<file path="config.mk">
export PLATFORM = sky130hd
export DESIGN_NAME = ttl_negative_lookup_cache
export DESIGN_NICKNAME = d
export VERILOG_FILES = /design/src/hdl/nlc_pkg.sv /design/src/hdl/ttl_negative_lookup_cache.sv /design/src/hdl/nlc_ram.sv /design/src/hdl/nlc_ctrl.sv /design/src/hdl/nlc_dp.sv
export SDC_FILE = /design/constraint.sdc
export NUM_CORES = 1
export LEC_CHECK = 0
export BUFFER_PORTS_ARGS = -buffer_cell sky130_fd_sc_hd__buf_4
export CAP_MARGIN = 20
export CORE_ASPECT_RATIO = 0.7
export CORE_MARGIN = 1
export CORE_UTILIZATION = 45
export CTS_BUF_LIST = sky130_fd_sc_hd__clkbuf_4 sky130_fd_sc_hd__clkbuf_8 sky130_fd_sc_hd__clkbuf_16
export DETAILED_ROUTE_END_ITERATION = 6
export GPL_TIMING_DRIVEN = 1
export HOLD_SLACK_MARGIN = 0.03
export PLACE_DENSITY_LB_ADDON = 0.25
export SKIP_CTS_REPAIR_TIMING = 1
export SYNTH_ARGS = -nofsm -noshare
export SYNTH_HDL_FRONTEND = slang
export SYNTH_SLANG_ARGS = --single-unit
</file>
<file path="constraint.sdc">
create_clock -name clk -period 5 [get_ports clk]
set_clock_uncertainty 0.1 [all_clocks]
set_input_delay 0.5 -clock clk [delete_from_list [all_inputs] [get_ports clk]]
set_output_delay 0.5 -clock clk [all_outputs]
set_load 0.005 [all_outputs]
</file>
<file path="src/hdl/nlc_pkg.sv">
`default_nettype none
package nlc_pkg;

  localparam int CMD_W   = 2;
  localparam int ZOOM_W  = 5;
  localparam int TILE_W  = 24;
  localparam int TIME_W  = 32;
  localparam int COUNT_W = 4;

  localparam logic [CMD_W-1:0] CMD_QUERY  = 2'd0;
  localparam logic [CMD_W-1:0] CMD_RECORD = 2'd1;
  localparam logic [CMD_W-1:0] CMD_COUNT  = 2'd2;

  localparam logic [COUNT_W-1:0] COUNT_MAX = '1;

  typedef struct packed {
    logic [ZOOM_W-1:0] zoom;
    logic [TILE_W-1:0] col;
    logic [TILE_W-1:0] row;
    logic [TIME_W-1:0] stamp;
  } entry_t;

  localparam int ENTRY_W = $bits(entry_t);

  // controller to datapath
  typedef struct packed {
    logic load;   // capture request, clear walk state
    logic walk;   // issue one read, evaluate the previous one
    logic write;  // commit record into the chosen slot
    logic emit;   // move result into the output register
  } ctrl_cmd_t;

  // datapath to controller
  typedef struct packed {
    logic need_walk;  // incoming request has work to do
    logic is_record;  // captured request is a record
    logic done;       // walk finished this cycle
  } dp_status_t;

endpackage
`default_nettype wire

</file>
<file path="src/hdl/ttl_negative_lookup_cache.sv">
// Negative lookup cache: holds up to ENTRIES failed tile keys with the time
// each one failed, and answers whether a key failed within the lifetime.
// Input channel (in_valid/in_ready) carries one request: cmd, key
// (zoom, tile_x, tile_y) and now_ms. Output channel (out_valid/out_ready)
// carries one response per request: hit for query, live_count for count.
// ttl_ms is loaded with ttl_ms_we; write it only while the block is idle.
// Each request is captured, then walks the entry memory (one read and one
// write port), one entry read per cycle with a registered read; a record
// then writes its chosen slot, and the result moves into the output
// register. Query and count with a zero lifetime, and the unused command,
// skip the walk. Query stops at the first live hit.
// One request is in flight at a time; in_ready is high only when idle.
// The output register is separate, so a new request is taken while a
// response waits; a stalled receiver then holds the next response back.
// Reset clears all valid bits and the lifetime; no clearing pass is needed.
`default_nettype none
module ttl_negative_lookup_cache #(
  parameter int ENTRIES = 8
) (
  input  wire logic                        clk,
  input  wire logic                        rst,
  input  wire logic                        ttl_ms_we,
  input  wire logic [nlc_pkg::TIME_W-1:0]  ttl_ms,
  input  wire logic                        in_valid,
  output logic                             in_ready,
  input  wire logic [nlc_pkg::CMD_W-1:0]   cmd,
  input  wire logic [nlc_pkg::ZOOM_W-1:0]  zoom,
  input  wire logic [nlc_pkg::TILE_W-1:0]  tile_x,
  input  wire logic [nlc_pkg::TILE_W-1:0]  tile_y,
  input  wire logic [nlc_pkg::TIME_W-1:0]  now_ms,
  output logic                             out_valid,
  input  wire logic                        out_ready,
  output logic                             hit,
  output logic      [nlc_pkg::COUNT_W-1:0] live_count
);

  nlc_pkg::ctrl_cmd_t  ctl;
  nlc_pkg::dp_status_t st;

  nlc_ctrl u_ctrl (
    .clk       (clk),
    .rst       (rst),
    .in_valid  (in_valid),
    .in_ready  (in_ready),
    .out_valid (out_valid),
    .out_ready (out_ready),
    .st        (st),
    .cmd       (ctl)
  );

  nlc_dp #(
    .ENTRIES (ENTRIES)
  ) u_dp (
    .clk        (clk),
    .rst        (rst),
    .ttl_ms_we  (ttl_ms_we),
    .ttl_ms     (ttl_ms),
    .cmd        (cmd),
    .zoom       (zoom),
    .tile_x     (tile_x),
    .tile_y     (tile_y),
    .now_ms     (now_ms),
    .hit        (hit),
    .live_count (live_count),
    .ctl        (ctl),
    .st         (st)
  );

endmodule
`default_nettype wire

</file>
<file path="src/hdl/nlc_ram.sv">
`default_nettype none
module nlc_ram #(
  parameter int WIDTH = 8,
  parameter int DEPTH = 8
) (
  input  wire logic                                         clk,
  input  wire logic                                         we,
  input  wire logic [((DEPTH > 1) ? $clog2(DEPTH) : 1)-1:0] waddr,
  input  wire logic [WIDTH-1:0]                             wdata,
  input  wire logic [((DEPTH > 1) ? $clog2(DEPTH) : 1)-1:0] raddr,
  output logic      [WIDTH-1:0]                             rdata
);

  logic [WIDTH-1:0] mem [DEPTH];

  always_ff @(posedge clk) begin
    if (we) begin
      mem[waddr] <= wdata;
    end
    rdata <= mem[raddr];
  end

endmodule
`default_nettype wire

</file>
<file path="src/hdl/nlc_ctrl.sv">
`default_nettype none
module nlc_ctrl (
  input  wire logic               clk,
  input  wire logic               rst,
  input  wire logic               in_valid,
  output logic                    in_ready,
  output logic                    out_valid,
  input  wire logic               out_ready,
  input  wire nlc_pkg::dp_status_t st,
  output nlc_pkg::ctrl_cmd_t      cmd
);

  typedef enum logic [1:0] {
    S_IDLE,
    S_WALK,
    S_WRITE,
    S_FINISH
  } state_t;

  state_t state;
  logic   out_free;

  assign out_free = !out_valid || out_ready;
  assign in_ready = (state == S_IDLE);

  always_comb begin
    cmd       = '0;
    cmd.load  = (state == S_IDLE) && in_valid;
    cmd.walk  = (state == S_WALK);
    cmd.write = (state == S_WRITE);
    cmd.emit  = (state == S_FINISH) && out_free;
  end

  always_ff @(posedge clk) begin
    if (rst) begin
      state     <= S_IDLE;
      out_valid <= 1'b0;
    end else begin
      // hold a stalled response, load a new one when the register frees up
      out_valid <= (out_valid && !out_ready) || ((state == S_FINISH) && out_free);
      case (state)
        S_IDLE: begin
          if (in_valid) begin
            state <= st.need_walk ? S_WALK : S_FINISH;
          end
        end
        S_WALK: begin
          if (st.done) begin
            state <= st.is_record ? S_WRITE : S_FINISH;
          end
        end
        S_WRITE: begin
          state <= S_FINISH;
        end
        S_FINISH: begin
          // hold until the output register can take the result
          if (out_free) begin
            state <= S_IDLE;
          end
        end
        default: begin
          state <= S_IDLE;
        end
      endcase
    end
  end

endmodule
`default_nettype wire

</file>
<file path="src/hdl/nlc_dp.sv">
`default_nettype none
module nlc_dp #(
  parameter int ENTRIES = 8
) (
  input  wire logic                          clk,
  input  wire logic                          rst,
  input  wire logic                          ttl_ms_we,
  input  wire logic [nlc_pkg::TIME_W-1:0]    ttl_ms,
  input  wire logic [nlc_pkg::CMD_W-1:0]     cmd,
  input  wire logic [nlc_pkg::ZOOM_W-1:0]    zoom,
  input  wire logic [nlc_pkg::TILE_W-1:0]    tile_x,
  input  wire logic [nlc_pkg::TILE_W-1:0]    tile_y,
  input  wire logic [nlc_pkg::TIME_W-1:0]    now_ms,
  output logic                               hit,
  output logic      [nlc_pkg::COUNT_W-1:0]   live_count,
  input  wire nlc_pkg::ctrl_cmd_t            ctl,
  output nlc_pkg::dp_status_t                st
);

  localparam int IW = (ENTRIES > 1) ? $clog2(ENTRIES) : 1;
  localparam logic [IW-1:0] LAST_IDX = IW'(ENTRIES - 1);

  logic [nlc_pkg::TIME_W-1:0]  ttl;
  logic [nlc_pkg::CMD_W-1:0]   req_cmd;
  logic [nlc_pkg::ZOOM_W-1:0]  req_zoom;
  logic [nlc_pkg::TILE_W-1:0]  req_col;
  logic [nlc_pkg::TILE_W-1:0]  req_row;
  logic [nlc_pkg::TIME_W-1:0]  req_now;

  logic [ENTRIES-1:0]          valid;
  logic [IW-1:0]               issue_idx;
  logic [IW-1:0]               ev_idx;
  logic                        ev_vld;

  logic                        hit_r;
  logic [nlc_pkg::COUNT_W-1:0] cnt_r;
  logic                        found;
  logic [IW-1:0]               found_idx;
  logic                        have_empty;
  logic [IW-1:0]               empty_idx;
  logic [IW-1:0]               victim_idx;
  logic [nlc_pkg::TIME_W-1:0]  victim_age;

  logic [nlc_pkg::ENTRY_W-1:0] rdata;
  nlc_pkg::entry_t             ent;
  nlc_pkg::entry_t             wr_ent;
  logic [IW-1:0]               slot;
  logic [nlc_pkg::TIME_W-1:0]  age;
  logic                        ev_v;
  logic                        expired;
  logic                        match;
  logic                        is_query;
  logic                        is_count;
  logic                        is_record;

  assign ent       = nlc_pkg::entry_t'(rdata);
  assign ev_v      = ev_vld && valid[ev_idx];
  assign age       = req_now - ent.stamp;
  assign expired   = (age >= ttl);
  assign match     = (ent.zoom == req_zoom) && (ent.col == req_col) && (ent.row == req_row);
  assign is_query  = (req_cmd == nlc_pkg::CMD_QUERY);
  assign is_count  = (req_cmd == nlc_pkg::CMD_COUNT);
  assign is_record = (req_cmd == nlc_pkg::CMD_RECORD);

  assign slot = found ? found_idx : (have_empty ? empty_idx : victim_idx);

  always_comb begin
    wr_ent       = '0;
    wr_ent.zoom  = req_zoom;
    wr_ent.col   = req_col;
    wr_ent.row   = req_row;
    wr_ent.stamp = req_now;
  end

  always_comb begin
    st           = '0;
    st.need_walk = (cmd == nlc_pkg::CMD_RECORD) ||
                   (((cmd == nlc_pkg::CMD_QUERY) || (cmd == nlc_pkg::CMD_COUNT)) && (ttl != '0));
    st.is_record = is_record;
    // stop early on a live query hit or a record match
    st.done      = ev_vld && ((ev_idx == LAST_IDX) ||
                   (ev_v && is_query && !expired && match) ||
                   (ev_v && is_record && match));
  end

  nlc_ram #(
    .WIDTH (nlc_pkg::ENTRY_W),
    .DEPTH (ENTRIES)
  ) u_ram (
    .clk   (clk),
    .we    (ctl.write),
    .waddr (slot),
    .wdata (wr_ent),
    .raddr (issue_idx),
    .rdata (rdata)
  );

  always_ff @(posedge clk) begin
    if (rst) begin
      ttl    <= '0;
      valid  <= '0;
      ev_vld <= 1'b0;
    end else begin
      if (ttl_ms_we) begin
        ttl <= ttl_ms;
      end
      // drop the read still in flight once the walk stops
      ev_vld <= ctl.walk && !st.done;
      if (ev_v && (is_query || is_count) && expired) begin
        valid[ev_idx] <= 1'b0;
      end
      if (ctl.write) begin
        valid[slot] <= 1'b1;
      end
    end
  end

  always_ff @(posedge clk) begin
    if (ctl.load) begin
      req_cmd    <= cmd;
      req_zoom   <= zoom;
      req_col    <= tile_x;
      req_row    <= tile_y;
      req_now    <= now_ms;
      issue_idx  <= '0;
      ev_idx     <= '0;
      hit_r      <= 1'b0;
      cnt_r      <= '0;
      found      <= 1'b0;
      found_idx  <= '0;
      have_empty <= 1'b0;
      empty_idx  <= '0;
      victim_idx <= '0;
      victim_age <= '0;
    end else begin
      if (ctl.walk) begin
        ev_idx <= issue_idx;
        if (issue_idx != LAST_IDX) begin
          issue_idx <= issue_idx + 1'b1;
        end
      end
      if (ev_vld) begin
        if (is_query && ev_v && !expired && match) begin
          hit_r <= 1'b1;
        end
        if (is_count && ev_v && !expired && (cnt_r != nlc_pkg::COUNT_MAX)) begin
          cnt_r <= cnt_r + 1'b1;
        end
        if (is_record && !found) begin
          if (ev_v && match) begin
            found     <= 1'b1;
            found_idx <= ev_idx;
          end else if (!ev_v) begin
            if (!have_empty) begin
              have_empty <= 1'b1;
              empty_idx  <= ev_idx;
            end
          end else if (age > victim_age) begin
            victim_idx <= ev_idx;
            victim_age <= age;
          end
        end
      end
    end
    if (ctl.emit) begin
      hit        <= hit_r;
      live_count <= cnt_r;
    end
  end

endmodule
`default_nettype wire

</file>
Word-level counts from Yosys, hierarchy flattened
Memories as Yosys holds them, arrays and structs flattened. A register that Yosys moved wholly into a read port is not among the register bits.
Cells that the tools add are included.
W data, S select, Z words.
{"block": "op_classes", "addsub": 3, "magnitude_cmp": 6, "n_eq_ne": 16, "mux": 19, "bitwise": 6, "reduce_logical": 47}
{"cell": "$eq A24 B24 Y1", "count": 2}
{"cell": "$ge A32 B32 Y1", "count": 1}
{"cell": "$gt A32 B32 Y1", "count": 1}
{"cell": "$reduce_bool A32 Y1", "count": 1}
{"cell": "$sub A32 B32 Y32", "count": 1}
{"cell": "$mux W8", "count": 3}
{"cell": "$logic_and A1 B1 Y1", "count": 23}
{"cell": "$reduce_and A5 Y1", "count": 2}
{"cell": "$and A8 B8 Y8", "count": 1}
{"cell": "$eq A2 B2 Y1 const B", "count": 4}
{"cell": "$lt A3 B4 Y1 const B", "count": 2}
{"cell": "$mux W2", "count": 4}
{"cell": "$not A8 Y8", "count": 1}
{"cell": "$or A8 B8 Y8", "count": 1}
{"cell": "$pmux W2 S4", "count": 1}
{"cell": "$logic_or A1 B1 Y1", "count": 7}
{"cell": "$demux W1 S3", "count": 2}
{"cell": "$eq A2 B1 Y1 const B", "count": 3}
{"cell": "$ge A3 B1 Y1 const B", "count": 2}
{"cell": "$logic_not A2 Y1", "count": 3}
{"cell": "$mux W1", "count": 6}
{"cell": "$mux W3", "count": 2}
{"cell": "$reduce_and A2 Y1", "count": 3}
{"cell": "$reduce_and A3 Y1", "count": 2}
{"cell": "other kinds (12)", "count": 19}
{"block": "totals", "regBits": 190, "ramBits": 680, "input_bits": 124, "out_inout_bits": 7, "elab_cells": 120, "memories": 1}
{"memory": "u_dp.u_ram.mem", "words": 8, "word_bits": 85, "rd": 1, "rd_clocked_by_memory_dff": 1, "wr": 1, "line": "nlc_ram.sv:14", "source": "logic [WIDTH-1:0] mem [DEPTH];"}

Longest topological paths before layout
{"block": "depth", "word_depth": 11, "mapped_depth": 22, "mapped_depth_nobuf": 21}

Modules after synthesis
A second synthesis with hierarchy kept.
{"block": "unflattened", "hier_cells": 2206, "area_unflattened_um2": 38181.6}
{"module": "nlc_ram", "n_inst": 1, "cells_each": 1080, "area_each_um2": 27239.9}
{"module": "nlc_dp", "n_inst": 1, "cells_each": 1101, "area_each_um2": 10720.3}
{"module": "nlc_ctrl", "n_inst": 1, "cells_each": 25, "area_each_um2": 221.5}

Least setup slack after synthesis
No wires, ideal clock.
{"block": "synth_path", "path_kind": "register to register", "start": "register u_dp.req_now[0] (netlist bit)", "end": "register u_dp.victim_age[31] (netlist bit)", "setup_time_ns": 0.136, "arrival_ns": 4.639, "required_ns": 4.764, "slack_ns": 0.125, "stages_incl_launch_ff": 22, "path_buffers": 1, "synth_period_minus_slack_ns": 4.875, "path_cell_list": "edfxtp_1 inv_1 ha_1 inv_1 fa_1 a211oi_1 o21ai_1 and3_4 a2111oi_4 o21ai_2 a41o_1 nor2_1 xnor2_1 ha_1 nand4_1 or2_2 nor4_1 a21o_2 nand2_1 buf_2 a2111oi_0 a211oi_1"}
{"block": "synth_between", "elab_chain_cells": 3}
{"element": "from (decl)", "line": "nlc_dp.sv:28", "source": "logic [nlc_pkg::TIME_W-1:0] req_now;"}
{"element": "from (signal assigned)", "line": "nlc_dp.sv:124", "source": "req_now <= now_ms;"}
{"element": "$sub A32 B32 Y32", "line": "nlc_dp.sv:58", "source": "assign age = req_now - ent.stamp;"}
{"element": "via u_dp.age (one bit)", "line": "nlc_dp.sv:48", "source": "logic [nlc_pkg::TIME_W-1:0] age;"}
{"element": "$gt A32 B32 Y1", "line": "nlc_dp.sv:158", "source": "end else if (age > victim_age) begin"}
{"element": "$reduce_and A5 Y1 (no source line)"}
{"element": "to (signal assigned)", "line": "nlc_dp.sv:160", "source": "victim_age <= age;"}
{"element": "to (decl)", "line": "nlc_dp.sv:42", "source": "logic [nlc_pkg::TIME_W-1:0] victim_age;"}
The timed path passes the listed nets, and every way through them passes these cells.
A chain may end at the register's enable or synchronous reset.

Worst setup path in the final report
{"block": "layout_path", "start": "register u_dp.req_now[0] (netlist bit)", "end": "register u_dp.victim_age[30] (netlist bit)"}
Same word-level chain as after synthesis.

==> flow_summary.json <==
{
  "status": "complete, but fails checks",
  "violations": "setup timing",
  "max_freq_ghz": 0.1996,
  "dieArea_sq_um": 85280,
  "hold_ws_ns": 0.03626,
  "vias": 20040,
  "port_buffers": 130,
  "rows": 88,
  "yosys-top-cells-area": "edfxtp_1, mux4_2, dfxtp_1, ha_1, mux2_2",
  "root_buffer": "clkbuf_16",
  "ir_worst_vdd_mv": 0.3916,
  "final_nets": 2776,
  "via_per_inst": 5.342,
  "clk_pin_slew_ns": 0.06,
  "antenna_found_initial": 1,
  "cts_made_buffers": 91,
  "fp.dieW_um": 348.6,
  "finalWorstSetupSlack_ns": -0.01032,
  "fillers": 6512,
  "final_hold_viol_count": 0,
  "synth_ff_type": "edfxtp_1",
  "path_buf_inv": 4,
  "synth_cell_types": 69,
  "wl_per_cell_um": 22.03,
  "ys_ff_latch": 955,
  "holdCritPathClass": "in -> reg",
  "core_sq_um": 82800,
  "grt_pass1_wl_mm": 124.1,
  "cts_buffer_depth": 3,
  "start_kind": "flip-flop",
  "maxCapViolCount": 0,
  "cts_tree": "built",
  "rsz0062_at_grt": "yes",
  "clock_latency_ns": 0.66,
  "wl_met2_mm": 38.39,
  "track_usage_pct": 19.35,
  "postSynthAreaPerCell_sq_um": 17.53,
  "initial_core_util_pct": 45.71,
  "period_share_pct": 100.2,
  "relSlewSlack_pct": 32.90,
  "yosysSeqAreaShare_pct": 70.94,
  "synth_top_area_share_pct": 61.26,
  "place_congestion": 0.8444,
  "critPathTopFamily": "simple AND/OR/NAND/NOR gates",
  "yosysWarnings": 0,
  "slew_viol_final": 0,
  "crit_chain": "inv_2, ha_4, inv_2, fa_2, a211oi_2, o21ai_1, and3_4, a2111oi_4, buf_4, nor3_2, o41a_1, xor2_2, ha_1, nand4_1, or2_4, nor4_4, a21o_2, buf_6, and2_4, nor3_1, or4_1",
  "drc_errors": 0,
  "synthCells": 2159,
  "slowest_delay_ns": 0.48,
  "drive_above_1_share_pct": 28.51,
  "crit_top_cell": "inv_2",
  "overflow": 0,
  "synth_nets": 2386,
  "powerDensity_nw_per_um2": 541.0,
  "worst_setup_path_end_kind": "flip-flop",
  "grt_max_degree": 100,
  "routed_wl_mm": 82.66,
  "dp_worst_setup_slack_ns": -0.4742,
  "async_reset_ff_share_pct": 0,
  "post-route-min-period_ns": 5.010,
  "worst_slew_pin_slew_ns": 0.9980,
  "routed.top_layer": "met4",
  "seqCellArea_sq_um": 26860,
  "wl_met3_mm": 3.754,
  "antenna_cells": 0,
  "ios": 131,
  "dr.pass1.iters": 5,
  "area_growth_pct": 20.90,
  "cp_max_fo": 4,
  "syn_area_sq_um": 37850,
  "drt-initial-drc-count": 1633,
  "cpMaxStageDelayCell": "or4_1",
  "synth_top_area_cell": "edfxtp_1",
  "p_leak_nw": 15.91,
  "critical_path_required_ns": 5.43,
  "cts_sinks": 955,
  "die_y_um": 244.6,
  "grt_pass1_vias": 20360,
  "wl_met1_mm": 38.86,
  "detail-route-antenna-nets": 0,
  "criticalPathCategory": "reg -> reg",
  "dpl.hpwl_mm": 48.59,
  "cp.arrival_ns": 5.44,
  "multi_input_area_sq_um": 10510,
  "synth_edf_count": 772,
  "htree_levels": 3,
  "setup_viol": 1
}
layout by cell type, fill, tap and decap left out, types with 8 or more instances in the layout:
cell type / synthesis / final
a211oi_1: 15 / 10
nand2_1: 57 / 56
mux2i_1: 48 / 48
bufinv_16: 0 / 14
nand3_1: 13 / 13
a21o_1: 31 / 31
clkbuf_16: 0 / 91
nand2b_1: 9 / 9
clkinv_2: 0 / 18
nand4_1: 20 / 20
nor4_1: 23 / 22
xnor2_1: 21 / 20
mux2_2: 85 / 85
xor2_1: 62 / 61
nor2_1: 105 / 104
a21oi_1: 88 / 83
o21ai_0: 32 / 25
edfxtp_1: 772 / 772
inv_1: 121 / 111
dlygate4sd3_1: 0 / 118
buf_4: 0 / 246
or2_2: 9 / 8
inv_4: 0 / 8
ha_1: 102 / 98
buf_12: 0 / 8
o21ai_1: 2 / 9
clkbuf_4: 0 / 20
mux4_2: 172 / 172
dfxtp_1: 183 / 180
cell type report:
| cell class | count | area share [%] |
|---|---|---|
| multi-input cells | 1001 | 22.96 |
| repair buffers | 378 | 7.123 |
| flip-flops and latches | 955 | 58.70 |
| clock inverters | 53 | 1.572 |
| well taps | 1125 | 3.076 |
| clock buffers | 118 | 5.515 |
| inverters | 122 | 1.056 |
Yosys cell counts (all sizes together) (3+ instances only):
| cell type | n |
|---|---|
| a221o | 4 |
| or2 | 9 |
| nand3b | 4 |
| mux2 | 85 |
| a22o | 3 |
| nor4b | 3 |
| a2111o | 3 |
| o21ai | 35 |
| nor3 | 7 |
| nand2 | 57 |
| buf | 21 |
| xor2 | 62 |
| o211ai | 4 |
| mux4 | 172 |
| a21oi | 90 |
| and4 | 3 |
| a21o | 33 |
| a2111oi | 4 |
| mux2i | 48 |
| and3 | 3 |
| or3 | 3 |
| nand3 | 13 |
| nor4 | 23 |
| o21a | 7 |
| clkbuf | 60 |
| o21bai | 7 |
| a221oi | 4 |
| a31oi | 5 |
| dfxtp | 183 |
| edfxtp | 772 |
| o211a | 4 |
| and2 | 3 |
| inv | 121 |
| nand2b | 9 |
| nor2b | 7 |
| nand4 | 20 |
| xnor2 | 21 |
| a211oi | 15 |
| ha | 102 |
| nor2 | 105 |
| o31ai | 6 |
logic make-up after synthesis:
| logic type | Yosys count | synth area share [%] |
|---|---|---|
| mux | 305 | 14.03 |
| flops | 955 | 70.94 |
| compound gates | 238 | 4.172 |
| fa+ha+maj | 103 | 3.425 |
| buf+inv | 203 | 2.027 |
| xor+xnor | 83 | 1.921 |
| simple gates | 272 | 3.485 |
report_power, final:
| part | internal, mW | total, mW | switching [mW] | leakage (nW) |
|---|---|---|---|---|
| registers | 9.52 | 10.1 | 0.614 | 8.51 |
| clock network | 4.33 | 7.34 | 3.01 | 1.60 |
| logic | 3.50 | 7.28 | 3.78 | 5.79 |
layer usage:
layer	vias up	track usage, %
met4	0	4.966
met5	-	0
li1	9190	-
met2	485	30.05
met3	106	3.228
met1	10260	28.45
sequential cells by signal (all words and copies together), names as in the netlist, 4 cells and up:
name	flops
u_dp.req_zoom	5
u_dp.req_col	24
u_dp.victim_age	32
u_dp.live_count	4
u_dp.req_now	32
u_dp.u_ram.rdata	85
u_dp.cnt_r	4
u_dp.req_row	24
u_dp.valid	8
u_dp.ttl	32
u_dp.u_ram.mem	680
metrics by stage:
step                instances  area, sq um  setup TNS, ns  power, mW  utilization (%)
finish                   3752        45760       -0.01032      24.75            55.26
CTS                      3624        44190         -4.816      24.58            53.37
floorplan                2159        37850              0      14.70                -
detailed placement       3453        40940         -3.043      17.18            49.45
global route             3752        45760         -2.925      26.01            55.26
global placement         3453        40940        -0.4823      17.04            49.45
path summary, 6_finish.rpt:
check                                  from                          endpoint  slack [ns]  cells after the start
hold / removal                    ttl_ms[6]          u_dp.ttl[6]$_SDFFE_PP0P_        0.04                      3
hold reg to reg     u_dp.hit_r$_SDFFE_PP0P_                u_dp.hit$_DFFE_PP_        0.33                      0
setup / recovery  u_dp.req_now[0]$_DFFE_PP_  u_dp.victim_age[30]$_SDFFE_PP0P_       -0.01                     21
setup reg to reg  u_dp.req_now[0]$_DFFE_PP_  u_dp.victim_age[30]$_SDFFE_PP0P_       -0.01                     21
worst min-delay path, delay by kind of cell:
kind / cells / cell delay (ns)
simple gates: 1 / 0.10
buf+inv: 1 / 0.08
mux: 1 / 0.07
Power figures use the tool's default switching activity.
